`src/hw/rtl/smbstw_pkg.sv`:
```
// Package for the SMBIOS structure table walker.
// Holds walk phases, record layout, error and register codes.
// No dependencies.
package smbstw_pkg;

  localparam int MAX_STRINGS_DEF = 32;
  localparam int OUT_DEPTH       = 4;
  localparam int OUT_PTR_W       = $clog2(OUT_DEPTH);
  localparam int OUT_CNT_W       = $clog2(OUT_DEPTH + 1);

  localparam int CFG_ADDR_W = 1;
  localparam int CFG_DATA_W = 16;

  localparam logic [CFG_ADDR_W-1:0] REG_TABLE_BYTES     = 1'b0;
  localparam logic [CFG_ADDR_W-1:0] REG_STRUCTURE_TOTAL = 1'b1;

  localparam logic KIND_STRUCT = 1'b0;
  localparam logic KIND_ERROR  = 1'b1;

  localparam logic [1:0] ERR_NONE           = 2'd0;
  localparam logic [1:0] ERR_FMT_BEYOND     = 2'd1;
  localparam logic [1:0] ERR_FMT_SHORT      = 2'd2;
  localparam logic [1:0] ERR_UNFORMED_BEYOND = 2'd3;

  localparam int OUT_TDATA_W = 64;

  typedef enum logic [1:0] {
    PH_HEADER    = 2'd0,
    PH_FORMATTED = 2'd1,
    PH_STRINGS   = 2'd2,
    PH_TAIL      = 2'd3
  } phase_t;

  typedef struct packed {
    logic        kind;
    logic [1:0]  code;
    logic [15:0] index;
    logic [7:0]  stype;
    logic [15:0] handle;
    logic [7:0]  flen;
    logic [5:0]  count;
    logic        ovf;
    logic        last;
  } rec_t;

endpackage

```
`src/hw/rtl/smbios_structure_table_walker.sv`:
```
// A record is registered into the 4-entry output queue as its last byte is taken.
// One table byte per cycle while in_tready is high; a byte that ends a structure
//   with under six bytes left yields two records; out_tready drains one per cycle.
// in_tready drops only while fewer than two queue slots are free.
// Reset (rst_n low, synchronous): walk state to header phase, queue empty,
//   table_bytes = 1, structure_total = 0.
module smbios_structure_table_walker
  import smbstw_pkg::*;
#(
  parameter int MAX_STRINGS = MAX_STRINGS_DEF
) (
  input  logic                   clk,
  input  logic                   rst_n,
  // configuration write port
  input  logic                   cfg_we,
  input  logic [CFG_ADDR_W-1:0]  cfg_addr,
  input  logic [CFG_DATA_W-1:0]  cfg_wdata,
  // byte stream in
  input  logic                   in_tvalid,
  output logic                   in_tready,
  input  logic [7:0]             in_tdata,   // [7:0] table_byte
  // record stream out
  output logic                   out_tvalid,
  input  logic                   out_tready,
  // [1:0] error_code, [17:2] structure_index, [25:18] structure_type,
  // [41:26] structure_handle, [49:42] formatted_length, [55:50] string_count,
  // [56] strings_overflow, [63:57] zero
  output logic [OUT_TDATA_W-1:0] out_tdata,
  output logic                   out_tuser,  // [0] record_kind
  output logic                   out_tlast   // last_result
);

  localparam logic [5:0] SEEN_MAX = 6'(MAX_STRINGS);

  // configuration
  logic [15:0] tbl_r, total_r;

  // walk state
  logic [15:0] pos_r, pos_nxt;
  logic [15:0] done_r, done_nxt;
  phase_t      phase_r, phase_nxt;
  logic [7:0]  off_r, off_nxt;
  logic [7:0]  type_r, type_nxt;
  logic [7:0]  len_r, len_nxt;
  logic [15:0] handle_r, handle_nxt;
  logic        prevz_r, prevz_nxt;
  logic [5:0]  seen_r, seen_nxt;
  logic        stop_r, stop_nxt;
  logic        ovf_r, ovf_nxt;

  // output queue
  rec_t                 q_r [OUT_DEPTH];
  logic [OUT_PTR_W-1:0] wr_ptr_r, rd_ptr_r;
  logic [OUT_CNT_W-1:0] cnt_r;

  logic        in_fire, out_fire, active, fail, ended;
  logic [1:0]  push_n;
  rec_t        rec0, rec1;
  logic [15:0] left, pos_inc, left_inc;
  logic [7:0]  b;

  assign in_fire  = in_tvalid && in_tready;
  assign out_fire = out_tvalid && out_tready;
  assign in_tready  = (cnt_r <= OUT_CNT_W'(OUT_DEPTH - 2));
  assign out_tvalid = (cnt_r != '0);
  assign b = in_tdata;

  // bytes remaining, taken as zero once the position passes the table end
  assign left     = (pos_r >= tbl_r) ? 16'd0 : tbl_r - pos_r;
  assign pos_inc  = (pos_r != 16'hFFFF) ? pos_r + 16'd1 : pos_r;
  assign left_inc = (pos_inc >= tbl_r) ? 16'd0 : tbl_r - pos_inc;
  assign active   = in_fire && !stop_r && (done_r < total_r);

  always_comb begin
    pos_nxt    = pos_r;
    done_nxt   = done_r;
    phase_nxt  = phase_r;
    off_nxt    = off_r;
    type_nxt   = type_r;
    len_nxt    = len_r;
    handle_nxt = handle_r;
    prevz_nxt  = prevz_r;
    seen_nxt   = seen_r;
    stop_nxt   = stop_r;
    ovf_nxt    = ovf_r;
    push_n     = 2'd0;
    fail       = 1'b0;
    ended      = 1'b0;
    rec0       = '0;
    rec1       = '0;
    rec0.index = done_r;
    if (active) begin
      case (phase_r)
        PH_HEADER: begin
          case (off_r)
            8'd0: begin
              if (left < 16'd6) begin
                fail      = 1'b1;
                rec0.code = ERR_FMT_BEYOND;
              end else begin
                type_nxt = b;
              end
            end
            8'd1: begin
              len_nxt = b;
              if ({1'b0, left} < ({9'd0, b} + 17'd1)) begin
                fail      = 1'b1;
                rec0.code = ERR_FMT_BEYOND;
              end else if (b < 8'd4) begin
                fail      = 1'b1;
                rec0.code = ERR_FMT_SHORT;
              end
            end
            8'd2:    handle_nxt = {8'h00, b};
            default: handle_nxt = {b, handle_r[7:0]};
          endcase
          if (fail) begin
            // report header bytes taken so far, then stop the walk
            rec0.kind   = KIND_ERROR;
            rec0.stype  = type_nxt;
            rec0.flen   = len_nxt;
            rec0.handle = handle_nxt;
            rec0.last   = 1'b1;
            push_n      = 2'd1;
            stop_nxt    = 1'b1;
          end else begin
            pos_nxt = pos_inc;
            if (off_r >= 8'd3) begin
              if (len_r <= 8'd4) begin
                phase_nxt = PH_STRINGS;
                off_nxt   = 8'd0;
              end else begin
                phase_nxt = PH_FORMATTED;
                off_nxt   = 8'd4;
              end
            end else begin
              off_nxt = off_r + 8'd1;
            end
          end
        end
        PH_FORMATTED: begin
          pos_nxt = pos_inc;
          if (({1'b0, off_r} + 9'd1) >= {1'b0, len_r}) begin
            phase_nxt = PH_STRINGS;
            off_nxt   = 8'd0;
          end else begin
            off_nxt = off_r + 8'd1;
          end
        end
        default: begin
          // string set: count string starts, end on two zero bytes in a row
          if (phase_r == PH_STRINGS) begin
            if (b != 8'd0) begin
              if (prevz_r) begin
                if (seen_r >= SEEN_MAX) begin
                  ovf_nxt   = 1'b1;
                  phase_nxt = PH_TAIL;
                end else begin
                  seen_nxt = seen_r + 6'd1;
                end
              end
              prevz_nxt = 1'b0;
            end else if (prevz_r) begin
              if (off_r == 8'd0) phase_nxt = PH_TAIL;
              else ended = 1'b1;
            end else begin
              prevz_nxt = 1'b1;
            end
          end else begin
            if (b == 8'd0 && prevz_r) ended = 1'b1;
            else prevz_nxt = (b == 8'd0);
          end
          off_nxt = 8'd1;
          pos_nxt = pos_inc;
          rec0.stype  = type_r;
          rec0.flen   = len_r;
          rec0.handle = handle_r;
          if (ended) begin
            rec0.kind  = KIND_STRUCT;
            rec0.code  = ERR_NONE;
            rec0.count = seen_r;
            rec0.ovf   = ovf_r;
            done_nxt   = done_r + 16'd1;
            phase_nxt  = PH_HEADER;
            off_nxt    = 8'd0;
            type_nxt   = 8'd0;
            len_nxt    = 8'd0;
            handle_nxt = 16'd0;
            prevz_nxt  = 1'b1;
            seen_nxt   = 6'd0;
            ovf_nxt    = 1'b0;
            if ((done_nxt < total_r) && (left_inc < 16'd6)) begin
              // no room left for the next structure
              rec1.kind  = KIND_ERROR;
              rec1.code  = ERR_FMT_BEYOND;
              rec1.index = done_nxt;
              rec1.last  = 1'b1;
              push_n     = 2'd2;
              stop_nxt   = 1'b1;
            end else begin
              rec0.last = 1'b1;
              push_n    = 2'd1;
            end
          end else if (left_inc == 16'd0) begin
            rec0.kind = KIND_ERROR;
            rec0.code = ERR_UNFORMED_BEYOND;
            rec0.last = 1'b1;
            push_n    = 2'd1;
            stop_nxt  = 1'b1;
          end
        end
      endcase
    end
  end

  always_ff @(posedge clk) begin
    if (!rst_n) begin
      tbl_r    <= 16'd1;
      total_r  <= 16'd0;
      pos_r    <= '0;
      done_r   <= '0;
      phase_r  <= PH_HEADER;
      off_r    <= '0;
      type_r   <= '0;
      len_r    <= '0;
      handle_r <= '0;
      prevz_r  <= 1'b1;
      seen_r   <= '0;
      stop_r   <= 1'b0;
      ovf_r    <= 1'b0;
      wr_ptr_r <= '0;
      rd_ptr_r <= '0;
      cnt_r    <= '0;
    end else begin
      if (cfg_we) begin
        case (cfg_addr)
          REG_TABLE_BYTES:     tbl_r   <= cfg_wdata;
          REG_STRUCTURE_TOTAL: total_r <= cfg_wdata;
          default: ;
        endcase
      end
      pos_r    <= pos_nxt;
      done_r   <= done_nxt;
      phase_r  <= phase_nxt;
      off_r    <= off_nxt;
      type_r   <= type_nxt;
      len_r    <= len_nxt;
      handle_r <= handle_nxt;
      prevz_r  <= prevz_nxt;
      seen_r   <= seen_nxt;
      stop_r   <= stop_nxt;
      ovf_r    <= ovf_nxt;
      wr_ptr_r <= wr_ptr_r + OUT_PTR_W'(push_n);
      if (out_fire) rd_ptr_r <= rd_ptr_r + OUT_PTR_W'(1);
      cnt_r <= cnt_r + OUT_CNT_W'(push_n) - OUT_CNT_W'(out_fire);
    end
  end

  // queue payload, no reset needed
  always_ff @(posedge clk) begin
    if (push_n != 2'd0) q_r[wr_ptr_r] <= rec0;
    if (push_n == 2'd2) q_r[wr_ptr_r + OUT_PTR_W'(1)] <= rec1;
  end

  rec_t head;
  assign head      = q_r[rd_ptr_r];
  assign out_tdata = {7'd0, head.ovf, head.count, head.flen, head.handle,
                      head.stype, head.index, head.code};
  assign out_tuser = head.kind;
  assign out_tlast = head.last;

  // checks
  a_cnt_bound: assert property (@(posedge clk) disable iff (!rst_n)
    cnt_r <= OUT_CNT_W'(OUT_DEPTH))
    else $error("record queue count beyond depth");

  a_stop_sticky: assert property (@(posedge clk) disable iff (!rst_n)
    stop_r |=> stop_r)
    else $error("walk restarted after an error");

  a_no_push_stopped: assert property (@(posedge clk) disable iff (!rst_n)
    stop_r |-> (push_n == 2'd0))
    else $error("record produced after the walk stopped");

  a_err_stops: assert property (@(posedge clk) disable iff (!rst_n)
    ((push_n != 2'd0) && rec0.kind == KIND_ERROR) |=> stop_r)
    else $error("error record without stopping the walk");

  a_pair_ends_err: assert property (@(posedge clk) disable iff (!rst_n)
    (push_n == 2'd2) |-> (rec0.kind == KIND_STRUCT && rec1.kind == KIND_ERROR))
    else $error("record pair is not structure then error");

endmodule

```
`config.mk`:
```
export PLATFORM = sky130hd
export DESIGN_NAME = smbios_structure_table_walker
export DESIGN_NICKNAME = d
export VERILOG_FILES = /design/src/hw/rtl/smbstw_pkg.sv /design/src/hw/rtl/smbios_structure_table_walker.sv
export SDC_FILE = /design/constraint.sdc
export NUM_CORES = 1
export LEC_CHECK = 0
export ABC_AREA = 1
export BUFFER_PORTS_ARGS = -buffer_cell sky130_fd_sc_hd__buf_2
export CORE_ASPECT_RATIO = 0.9
export CORE_MARGIN = 2
export CORE_UTILIZATION = 66
export CTS_BUF_LIST = sky130_fd_sc_hd__clkbuf_4 sky130_fd_sc_hd__clkbuf_8 sky130_fd_sc_hd__clkbuf_16
export CTS_CLUSTER_DIAMETER = 150
export DETAILED_ROUTE_END_ITERATION = 8
export PLACE_DENSITY = 0.85
export SLEW_MARGIN = 20
export SYNTH_ARGS = -nofsm -noshare
export SYNTH_HDL_FRONTEND = slang
export SYNTH_SLANG_ARGS = --single-unit
```
`constraint.sdc`:
```
create_clock -name clk -period 8.38 [get_ports clk]
set_clock_uncertainty 0.05 [all_clocks]
set_input_delay 0.838 -clock clk [delete_from_list [all_inputs] [get_ports clk]]
set_output_delay 0.838 -clock clk [all_outputs]
set_load 0.01 [all_outputs]
```
# Word-level counts from Yosys, hierarchy flattened
# Memories as Yosys holds them, arrays and structs flattened. A register that Yosys moved wholly into a read port is not among the register bits.
# Index checks and enable logic that the tools add are counted.
# Widths: inputs -> output; s select.
# op_classes
add_sub_neg	13
n_lt_le_gt_ge	13
eq_ne	14
muxes	102
bitwise_logic	3
n_reduce_logical	35
# ops
op	count
$mux 16	6
$mux 19	4
$pmux 16 s2	2
$pmux 32 s2	1
$mux 8	7
$pmux 8 s2	3
$mux 1	41
$mux 40	1
$mux 2	18
$add 16x1->16 const B	2
$ge 16x16->1	2
$lt 16x16->1	2
$lt 16x3->1 const B	2
$mux 32	1
$sub 16x16->16	2
$mux 6	5
$add 8x1->9 const B	2
$logic_not 16->1	1
$logic_not 8->1	2
$lt 16x9->1	1
$ne 16x16->1 const B	1
$mux 7	2
$mux 3	4
$pmux 2 s2	3
38 further kinds	65
# word_totals
ff_bits	122
ram_bits	236
output_inout_bits	68
mem_count	1
# memory_table
memory	depth	word_bits	read_ports	rd_clocked_by_memory_dff	wr	line	text
q_r	4	59	1	1	2	smbios_structure_table_walker.sv:52	rec_t q_r [OUT_DEPTH];

# Logic depth before layout (Yosys ltp)
# Gate-level depths: netlist of run 1.
# depth
word_depth	13
ltp_mapped	34

# Worst setup path before layout of run 1
# OpenSTA, ideal clock, no wires.
# synth_path
path_kind	flip-flop to flip-flop
start	reg done_r[0]
end	mem q_r[1][0] in the netlist's numbering (enable)
setup_ns	0.376
arrival_ns	4.125
required_ns	7.954
setup_slack_ns	3.830
path_stages_with_launch	21
n_path_buf	1
synth_period_minus_slack_ns	4.550
cell_sequence	dfxtp_1 clkinv_1 nor3_1 inv_1 nor3_1 inv_1 nor3_1 nand4_1 nor4_1 xor2_1 ha_1 nand4_1 o21ai_0 nor3_1 o21ai_2 nor2_4 nand4_4 nand2_4 nand2_1 buf_2 nand2_1
# synth_lines
item	line	text
from (decl)	smbios_structure_table_walker.sv:40	logic [15:0] done_r, done_nxt;
from (signal assigned)	smbios_structure_table_walker.sv:243	done_r <= done_nxt;
to (decl)	smbios_structure_table_walker.sv:52	

==> results.txt, run 1 <==
- 98 I/O pins were placed.
- Share of synthesized area occupied by flip-flops and latches: 0.368
- Dividing the detail-routed via count by the number of cells gives 6.09.
* GRT Util Overall: 0.349
* Cell repeated most along the worst path: sky130_fd_sc_hd__nor3_1
- Setup slack closes at 1580 ps.
* Via count of the routed design: around 21k
- The number of antenna diodes in the final layout is 0.
* Fraction of layout cells with a size suffix above 1: 0.112
- Capturing element type of the critical path: flop
* Initial drt markers: about 2.5k
- EDFF count, synth: 76
* Final HPWL from detailed placement: 40.1 mm
* Type of the worst setup path: flop to flop
- Worst-case clock buffer depth: 3
- CTS saw 360 sinks.
* Insertion delay of the later-clocked pin in the worst-skew pair: 550 ps
- Die area: about 34,000 um2
- Path type of the worst min-delay path: flop to flop
- Number of nets with antenna violations after routing: 0
- Worst setup slack before clock tree synthesis: 1750 ps
* Proportion of synthesized flip-flops having asynchronous set or reset: 0
* Count of maximum capacitance violations: 0
- The number of max-slew violations in the final report was 0.
- Hold buffers post-CTS: 0
* Wire length per cell after detailed routing: 17.6 um
- After detailed routing, the total wire length is 60.8 mm.
* Wire length of the first global-routing pass: 98.2 mm
- The critical path goes through clkinv_1, nor3_1, inv_1, nor3_1, inv_1, nor3_1, nand4_1, nor4_1, xor2_1, ha_1, nand4_1, o21ai_0, nor3_1, o21ai_2, nor2_4, nand4_4, nand2_8, nand2_1, nand2_1.
- Pin count of the biggest net entering global routing: 116
- The final layout contains 3,138 nets.
- Buffers placed on the I/O ports in this run total 90.
- Number of DRC violations after detailed routing: 0
- Area Overhead vs Synth: 6.35%
* Crit path max fanout: 115
* Mapped Area: approximately 22,000 um2
- Status: finished, final reports clean
- After clock tree synthesis, the clock-pin slew on the worst setup and hold paths is around 60 ps.
* Critical Path Source Type: flop
- Static leakage power: between 0.01 and 0.015 uW
- Setup violations remaining at the end of the flow were counted as 0.
- Clock root buffer master: sky130_fd_sc_hd__clkbuf_16
- Counting every instance in the synthesized netlist gives 3,050.
- Number of global-route vias before repair: 19.8k
- Die span in y: 176 um
* Top cells by area in the synthesized netlist: sky130_fd_sc_hd__dfxtp_1 (26%), sky130_fd_sc_hd__edfxtp_1 (11%), sky130_fd_sc_hd__nand2_1 (8.7%)
- The final hold violation count is 0.
- Counting I/O delays and the setup requirement, the final critical path takes ~7000 ps.
* RSZ-0062 raised after global routing: false
- Post-CTS timing repair inserted 0 buffers for setup.
* Library cell occupying the most area in the post-synthesis netlist: sky130_fd_sc_hd__dfxtp_1
- The critical path contains buffers and inverters numbering 3 combined.
- For this run the aggregate overflow at the end of global routing stands at 0.
- Maximum cell stage delay along the critical path: about 900 ps
- Mean cell area of the mapped netlist: 7.10 um2
- Maximum frequency from static timing analysis: 0.147 GHz
* Slew of the pin with the lowest slew margin: 1080 ps
- The netlist uses 52 different library cells.
- Initial Utilization: 0.674
- Post-synth top area share: 0.263
- Power spread over the standard cell area amounts to roughly 350 nW/um2.
* Required arrival time at the worst endpoint: 8500 ps
* Arrival @ worst endpoint: around 7000 ps
- Number of buffers created by CTS: 39
- Synthesis-stage register bit count: 360
- Dividing the final minimum period by the clock period gives 0.812.
- Number of antenna violations at the first check in global routing: 1
- H-Tree Level Count: 2
- Slowest cell on crit path: sky130_fd_sc_hd__nand2_1
- IR Drop Worst-Case VDD: 207 uV
- Measured against its own limit, the worst slew margin works out to 0.276.
* Cts repair resizes: 0
- The floorplan has 62 rows.
- Yosys warning count: 0
- For this run, the detailed router's first-pass iteration total came to 6.
- Aggregate negative setup slack: 0 ps
* Primary flip-flop cell chosen by synthesis mapping: sky130_fd_sc_hd__dfxtp_1
* Die X-Extent: 195 um
- Final Wtd Congestion: about 0.95
- Top delay family on crit path: simple AND/OR/NAND/NOR gates
- Worst reg2reg setup slack: between 1500 and 2000 ps
- Total core area: 32,100 um2
- CTS tree: done
tightest hold or removal path: stages (launching register included):
cell and delay, ps:
sky130_fd_sc_hd__dfxtp_1 310, sky130_fd_sc_hd__nand2_1 60, sky130_fd_sc_hd__a21oi_1 50
final timing paths:
path                            startpoint         end  cells past startpoint
worst max-delay path             done_r[0]  q_r[3][54]                     19
worst min-delay path             seen_r[4]   seen_r[5]                      2
worst max register to register   done_r[0]  q_r[3][54]                     19
worst min register to register   seen_r[4]   seen_r[5]                      2
routing by layer:
metal | vias up | share of wire | GRT usage
met5 | - | 0.00021 | 0
met4 | 2 | 0.025 | 0.114
met3 | 127 | 0.10 | 0.0622
met2 | 1090 | 0.45 | 0.567
met1 | 9767 | 0.42 | 0.474
li1 | 10087 | - | -
stage by stage:
stage                     hold WS (ps)  cell area [um2]  power [uW]   util  std cells
final                              412            23000        8160  0.717       3459
after global routing               431            23000        8780  0.717       3459
after CTS                          412            23000        8090  0.716       3458
after detailed placement           406            21800        6410  0.678       3391
after global placement             391            21800        6270  0.678       3391
after floorplan                    380            21700        5540      -       3056
cells in the mapped netlist, types with 3 or more instances:
cell type                  instances
sky130_fd_sc_hd__xor2_1           36
sky130_fd_sc_hd__nor3_1           28
sky130_fd_sc_hd__inv_1           272
sky130_fd_sc_hd__buf_2            36
sky130_fd_sc_hd__clkbuf_1        109
sky130_fd_sc_hd__a21oi_1         222
sky130_fd_sc_hd__nand4_1          23
sky130_fd_sc_hd__nand3_2           6
sky130_fd_sc_hd__nand2_1         503
sky130_fd_sc_hd__nand2_4           7
sky130_fd_sc_hd__nand3b_1          3
sky130_fd_sc_hd__a211oi_1          7
sky130_fd_sc_hd__o21ai_0         318
sky130_fd_sc_hd__clkinv_1         10
sky130_fd_sc_hd__xnor2_1           8
sky130_fd_sc_hd__o21a_1            3
sky130_fd_sc_hd__buf_12           12
sky130_fd_sc_hd__ha_1             89
sky130_fd_sc_hd__nand3_1         249
sky130_fd_sc_hd__o22ai_1          87
sky130_fd_sc_hd__a21boi_0          3
sky130_fd_sc_hd__edfxtp_1         76
sky130_fd_sc_hd__nor2_2            6
sky130_fd_sc_hd__nor2_1          444
sky130_fd_sc_hd__inv_2             9
sky130_fd_sc_hd__buf_1             7
sky130_fd_sc_hd__dfxtp_1         284
sky130_fd_sc_hd__nand2_2          21
sky130_fd_sc_hd__o21bai_1          3
sky130_fd_sc_hd__buf_4            24
sky130_fd_sc_hd__nor4_1            4
sky130_fd_sc_hd__a21oi_2         101
sky130_fd_sc_hd__a22oi_1           8
sky130_fd_sc_hd__a21o_1            3
sky130_fd_sc_hd__a31oi_1           5
cell families (layout without fill, tap and decap cells):
logic type / Yosys count / after routing / synth area share
and+or+nand+nor: 1305 / 1305 / 0.257
buffers and inverters: 482 / 469 / 0.0992
adders and majority gates: 91 / 91 / 0.0533
xor gates and xnor gates: 44 / 44 / 0.0178
DFF: 360 / 360 / 0.368
other: 1 / 7 / 0.000173
AOI/OAI and AO/OA: 767 / 767 / 0.204
cell type report:
cell class                      instances  area [um2]
Tap cell                              416         520
Fill cell                            2626        9100
Timing Repair Buffer                  111         628
Clock inverter                         20         179
Multi-Input combinational cell       2214       11600
Sequential cell                       360        7970
Clock buffer                           47        1050
Inverter                              291        1090
registers in the layout (all words and copies together) (netlist names), 3 cells and up, named ones only:
signal,cells
q_r,236
type_r,8
done_r,16
len_r,8
handle_r,16
tbl_r,16
off_r,8
cnt_r,3
seen_r,6
total_r,16
pos_r,16
cells in the final DEF (no fill, tap or decap), types with 10 or more instances in the layout:
cell | synthesis | layout
sky130_fd_sc_hd__nor3_1 | 28 | 28
sky130_fd_sc_hd__inv_2 | 9 | 10
sky130_fd_sc_hd__ha_1 | 89 | 89
sky130_fd_sc_hd__nand3_1 | 249 | 249
sky130_fd_sc_hd__nand4_1 | 23 | 23
sky130_fd_sc_hd__edfxtp_1 | 76 | 76
sky130_fd_sc_hd__a21oi_2 | 101 | 101
sky130_fd_sc_hd__inv_1 | 272 | 270
sky130_fd_sc_hd__buf_4 | 24 | 20
sky130_fd_sc_hd__clkinv_2 | 0 | 13
sky130_fd_sc_hd__o22ai_1 | 87 | 87
sky130_fd_sc_hd__xor2_1 | 36 | 36
sky130_fd_sc_hd__nor2_1 | 444 | 442
sky130_fd_sc_hd__nand2_1 | 503 | 503
sky130_fd_sc_hd__a21oi_1 | 222 | 222
sky130_fd_sc_hd__buf_2 | 36 | 90
sky130_fd_sc_hd__clkbuf_16 | 0 | 39
sky130_fd_sc_hd__nand2_2 | 21 | 21
sky130_fd_sc_hd__dfxtp_1 | 284 | 283
sky130_fd_sc_hd__clkinv_1 | 10 | 11
sky130_fd_sc_hd__o21ai_0 | 318 | 318
power by group:
part | switching, uW | internal [uW] | total [uW]
logic | 2760 | 1290 | 4050
clock network | 715 | 957 | 1670
registers | 275 | 2170 | 2440
No activity file was read; power rests on OpenSTA's default activity.
==> run 2, diff against run 1 <==
--- a/config.mk
+++ b/config.mk
@@ -5,15 +5,15 @@
 export SDC_FILE = /design/constraint.sdc
 export NUM_CORES = 1
 export LEC_CHECK = 0
-export ABC_AREA = 1
+export ABC_AREA = 0
 export BUFFER_PORTS_ARGS = -buffer_cell sky130_fd_sc_hd__buf_2
 export CORE_ASPECT_RATIO = 0.9
 export CORE_MARGIN = 2
-export CORE_UTILIZATION = 66
+export CORE_UTILIZATION = 62
 export CTS_BUF_LIST = sky130_fd_sc_hd__clkbuf_4 sky130_fd_sc_hd__clkbuf_8 sky130_fd_sc_hd__clkbuf_16
 export CTS_CLUSTER_DIAMETER = 150
 export DETAILED_ROUTE_END_ITERATION = 8
-export PLACE_DENSITY = 0.85
+export PLACE_DENSITY = 0.8
 export SLEW_MARGIN = 20
 export SYNTH_ARGS = -nofsm -noshare
 export SYNTH_HDL_FRONTEND = slang
==> constraint.sdc (replaced) <==
create_clock -name clk -period 6.3 [get_ports clk]
set_clock_uncertainty 0.05 [all_clocks]
set_input_delay 0.63 -clock clk [delete_from_list [all_inputs] [get_ports clk]]
set_output_delay 0.63 -clock clk [all_outputs]
set_load 0.01 [all_outputs]
==> run 2 against run 1 <==
Worst setup slack worse by 1200 ps. The run now ends with design-rule violations left. Global-route usage down 3.4 points. Critical path type unchanged. Sequential power up 8.2%. Final cell count down 24%. Largest cell class unchanged. Highest routed layer is now met4. Fmax up 15%. Flip-flop and latch count unchanged. Clock power up 36%. Non-clock buffer count up 14.
==> results.txt, run 2 <==
- Status: complete, but fails checks
- The checks that failed: design-rule violations.
- Count of maximum capacitance violations: 0
- The area growth from synthesis to layout is 10.1%.
* Aggregate negative setup slack: 0 ps
- Counting cells, the worst reg-to-reg path comes to 23.
* Static leakage power: roughly 0.0095 uW
* EDFF count, synth: 76
- For met3 alone, demand over resource in global routing was 0.0444.
- Number of DRC violations after detailed routing: 7
- After floorplanning, the core was divided into 62 placement rows.
- Timing would allow up to 0.168 GHz.
* WHS: around 290 ps
* Register name with the most flops: q_r
- Wire length of the first global-routing pass: between 80 and 90 mm
- In the global route stage, met1 resource usage came out at 0.438.
* GRT Util Overall: 0.315
- Number of global-route vias before repair: 16.4k
* Number of placed instances with taps included: 2,551
- The detailed router finished its first iteration with ~1.7k violations.
- Yosys warning count: 0
- Initial Utilization: 0.631
- Top cells by area in the synthesized netlist: sky130_fd_sc_hd__dfxtp_1 (28%), sky130_fd_sc_hd__edfxtp_1 (11%), sky130_fd_sc_hd__mux2i_1 (7.3%)
- CTS tree: done
- In the routed layout, each cell is associated on average with a via count of 6.46.
- Number of antenna violations at the first check in global routing: 0
- Final HPWL from detailed placement: between 30 and 40 mm
- Clock slew seen by the registers of the worst setup and hold paths: 60 ps
- In the global route stage, met2 resource usage came out at 0.510.
* Slew of the pin with the lowest slew margin: 1040 ps
* Top cells by count, synth: sky130_fd_sc_hd__nand2_1 (315), sky130_fd_sc_hd__dfxtp_1 (284), sky130_fd_sc_hd__mux2i_1 (147)
* CP Cell Sequence: ha_1, and4_1, and4_1, nor3_2, and3_1, and3_1, xnor2_1, ha_1, nand2_1, o21bai_1, nor3_1, a211oi_1, buf_4, nand4_1, and2_1, a221oi_4, o21ai_1, a31oi_4, a21o_4, inv_2, o21ai_0, nand2_1, buf_12
- Required arrival time at the worst endpoint: about 6500 ps
- Switching share of power: 0.326
* Commonest cells after routing, fill and taps aside: sky130_fd_sc_hd__nand2_1 (315), sky130_fd_sc_hd__dfxtp_1 (281), sky130_fd_sc_hd__mux2i_1 (147), sky130_fd_sc_hd__nor2_1 (146), sky130_fd_sc_hd__a21oi_1 (136)
- Power density over the cells: a little over 300 nW/um2
- In the final layout, the share of cells above drive strength 1 is 0.133.
- Relative contribution of combinational cells to total power: 0.280
- Int Pwr: 4600 uW
- Wire length per cell after detailed routing: 20.7 um
- Critical Path Source Type: flop
- Final hold viol count: 0
- Summing over every cut layer, the via total after detailed routing is 16.9k.
- In the synthesized netlist, the number of instances is 2,144.
- H-Tree Level Count: 2
* Router iterations before antenna repair: 9
- Excluding fillers, the count of instances in the completed layout stands at 2,621.
* Pin count of the biggest net entering global routing: 67
- The clock passes through at most 3 buffers.
- Routability-driven placement finished with a final weighted congestion of 0.948.
- In the synthesized netlist the async set-or-reset flop fraction comes to 0.
* Final Net Count: 2,297
- Capturing element type of the critical path: flop
* Share of synthesized area occupied by flip-flops and latches: 0.394
- The floorplan step set the die width to ~190 um.
* Mapped Area: 20,200 um2
* Worst reg2reg setup slack: 360 ps
- Final WL: 54.1 mm
* Final core utilization: 0.695
- Of the post-synthesis cell area, the dominant cell type holds 0.281.
- Synthesis-stage register bit count: 360
- The analysis attributes to net switching a power of approximately 2200 uW.
- Clock root buffer master: sky130_fd_sc_hd__clkbuf_16
* Die area: 34,100 um2
- Number of input and output port buffers inserted: 90
- The largest individual stage delay along the critical path comes from the cell sky130_fd_sc_hd__o21ai_0.
* Diode insertion count for antenna repair: 0
* Period minus WS final: 5940 ps
- Most frequent standard cell in the layout excluding fill and tap cells: sky130_fd_sc_hd__nand2_1
- A synthesized cell averages 9.44 um2.
* Fraction of power consumed by sequential logic: 0.387
* Highest-utilization routing layer at the global route stage: met2
- Overflow after GRT: 0
- Clk network pwr share: 0.333
- Yosys instantiated no cell more often than sky130_fd_sc_hd__nand2_1.
* Unique cell type count in the Yosys netlist: 86
- Startpoint of the worst setup timing path: pos_r[1]
* Primary flip-flop cell chosen by synthesis mapping: sky130_fd_sc_hd__dfxtp_1
* Arrival @ worst endpoint: 6180 ps
- Path type of the worst min-delay path: primary input to flop
- IR Drop Worst-Case VDD: about 180 uV
- Final period util: 0.943
- Total core area: 32,000 um2
- Number of buffers created by CTS: 38
* Fin. max-slew vios: 0
- Insertion delay of the later-clocked pin in the worst-skew pair: 550 ps
* Final number of setup-violating endpoints: 0
- Crit path max fanout: 19
- In this run the tightest slew margin relative to its limit is 0.308.
- Origin of the critical flop-to-flop path: pos_r[1]
- Number of nets with antenna violations after routing: 0
- Library cell occupying the most area in the post-synthesis netlist: sky130_fd_sc_hd__dfxtp_1
- In this run the count of I/O pins placed on the die edge is 98.
* Critical register-to-register path endpoint: q_r[1][42]
* Critical Path Sink: q_r[1][42]
* Type of the worst setup path: flop to flop
* Number of flip-flops under the largest register name: 236
* Maximum cell stage delay along the critical path: between 500 and 600 ps
- Setup repair after global routing left no endpoint under its margin.
- Die span in y: 175 um
- TritonCTS Sinks: between 300 and 400
==> run 2: changes by cell type in the layout (fill, tap and decap cells not counted), sizes merged, moves of 59 or more <==
cell   delta
a22oi    +61
mux4     +59
nand3   -220
inv     -207
nor2    -305
a21o     +59
a21oi   -187
nand2   -217
o21ai   -264
mux2i   +147
o22ai    -84
==> run 2: worst min path at each step <==
| stage | from | end | slack, ps | cells after the start |
|---|---|---|---|---|
| global route | cfg_wdata[6] | total_r[6] | 310 | 3 |
| detailed placement | q_r[3][57] | q_r[3][57] | 390 | 1 |
| global placement | q_r[3][21] | q_r[3][21] | 390 | 1 |
| CTS | cfg_wdata[5] | total_r[5] | 280 | 3 |
| floorplan | q_r[3][10] | q_r[3][10] | 380 | 1 |
| finish | cfg_wdata[5] | total_r[5] | 290 | 3 |
==> run 2: cell families after synthesis <==
group                    share of synthesized area
multiplexers                                 0.140
XOR/XNOR                                    0.0324
AND/OR/NAND/NOR                              0.157
buffers and inverters                       0.0459
AO/OA/AOI/OAI                                0.173
other                                     0.000185
flip-flops                                   0.394
adder cells (fa/ha/maj)                     0.0586
==> run 2: metrics by stage <==
stage	instance area (um2)	setup slack [ps]	power (uW)
5_1_grt	22300	0.343	7100
4_1_cts	22200	282	6810
2_1_floorplan	20300	567	4030
3_5_place_dp	20900	313	4560
6_report	22300	359	6830
3_3_place_gp	20900	380	4520
==> run 2: worst max-delay path: cells and delay by family (launching register included) <==
kind | cells | cell delay (ps)
compound gates | 7 | 1970
xor+xnor | 1 | 130
fa+ha+maj | 2 | 790
buf+inv | 3 | 510
flops | 1 | 490
simple gates | 10 | 1730
==> run 2: area by class of cell <==
class | count | area, um2
clock buffers | 53 | 1100
multi-input cells | 1576 | 11400
repair buffers | 125 | 792
clock inverters | 16 | 188
well taps | 416 | 520
flip-flops and latches | 360 | 7980
inverters | 75 | 283
fillers | 2407 | 9770
==> run 2: routing by layer <==
layer | vias to the layer above | part of all wire
met4 | 0 | 0.027
met3 | 114 | 0.083
met1 | 8162 | 0.42
li1 | 7850 | -
met5 | - | 0
met2 | 798 | 0.47
==> run 2: power groups by stage <==
stage                     registers [uW]  logic, uW  clock network [uW]
after global placement              2680       1840                   0
after detailed placement            2690       1870                   0
after CTS                           2640       1880                2290
final                               2640       1920                2270
after global routing                2660       2070                2370
after floorplan                     2590       1450                   0
==> run 2: what timing repair did <==
action,4_1_cts,5_1_grt
setup buffers,0,1
hold buffers,0,0
endpoints found under the setup margin,0,170
resized for setup,0,6
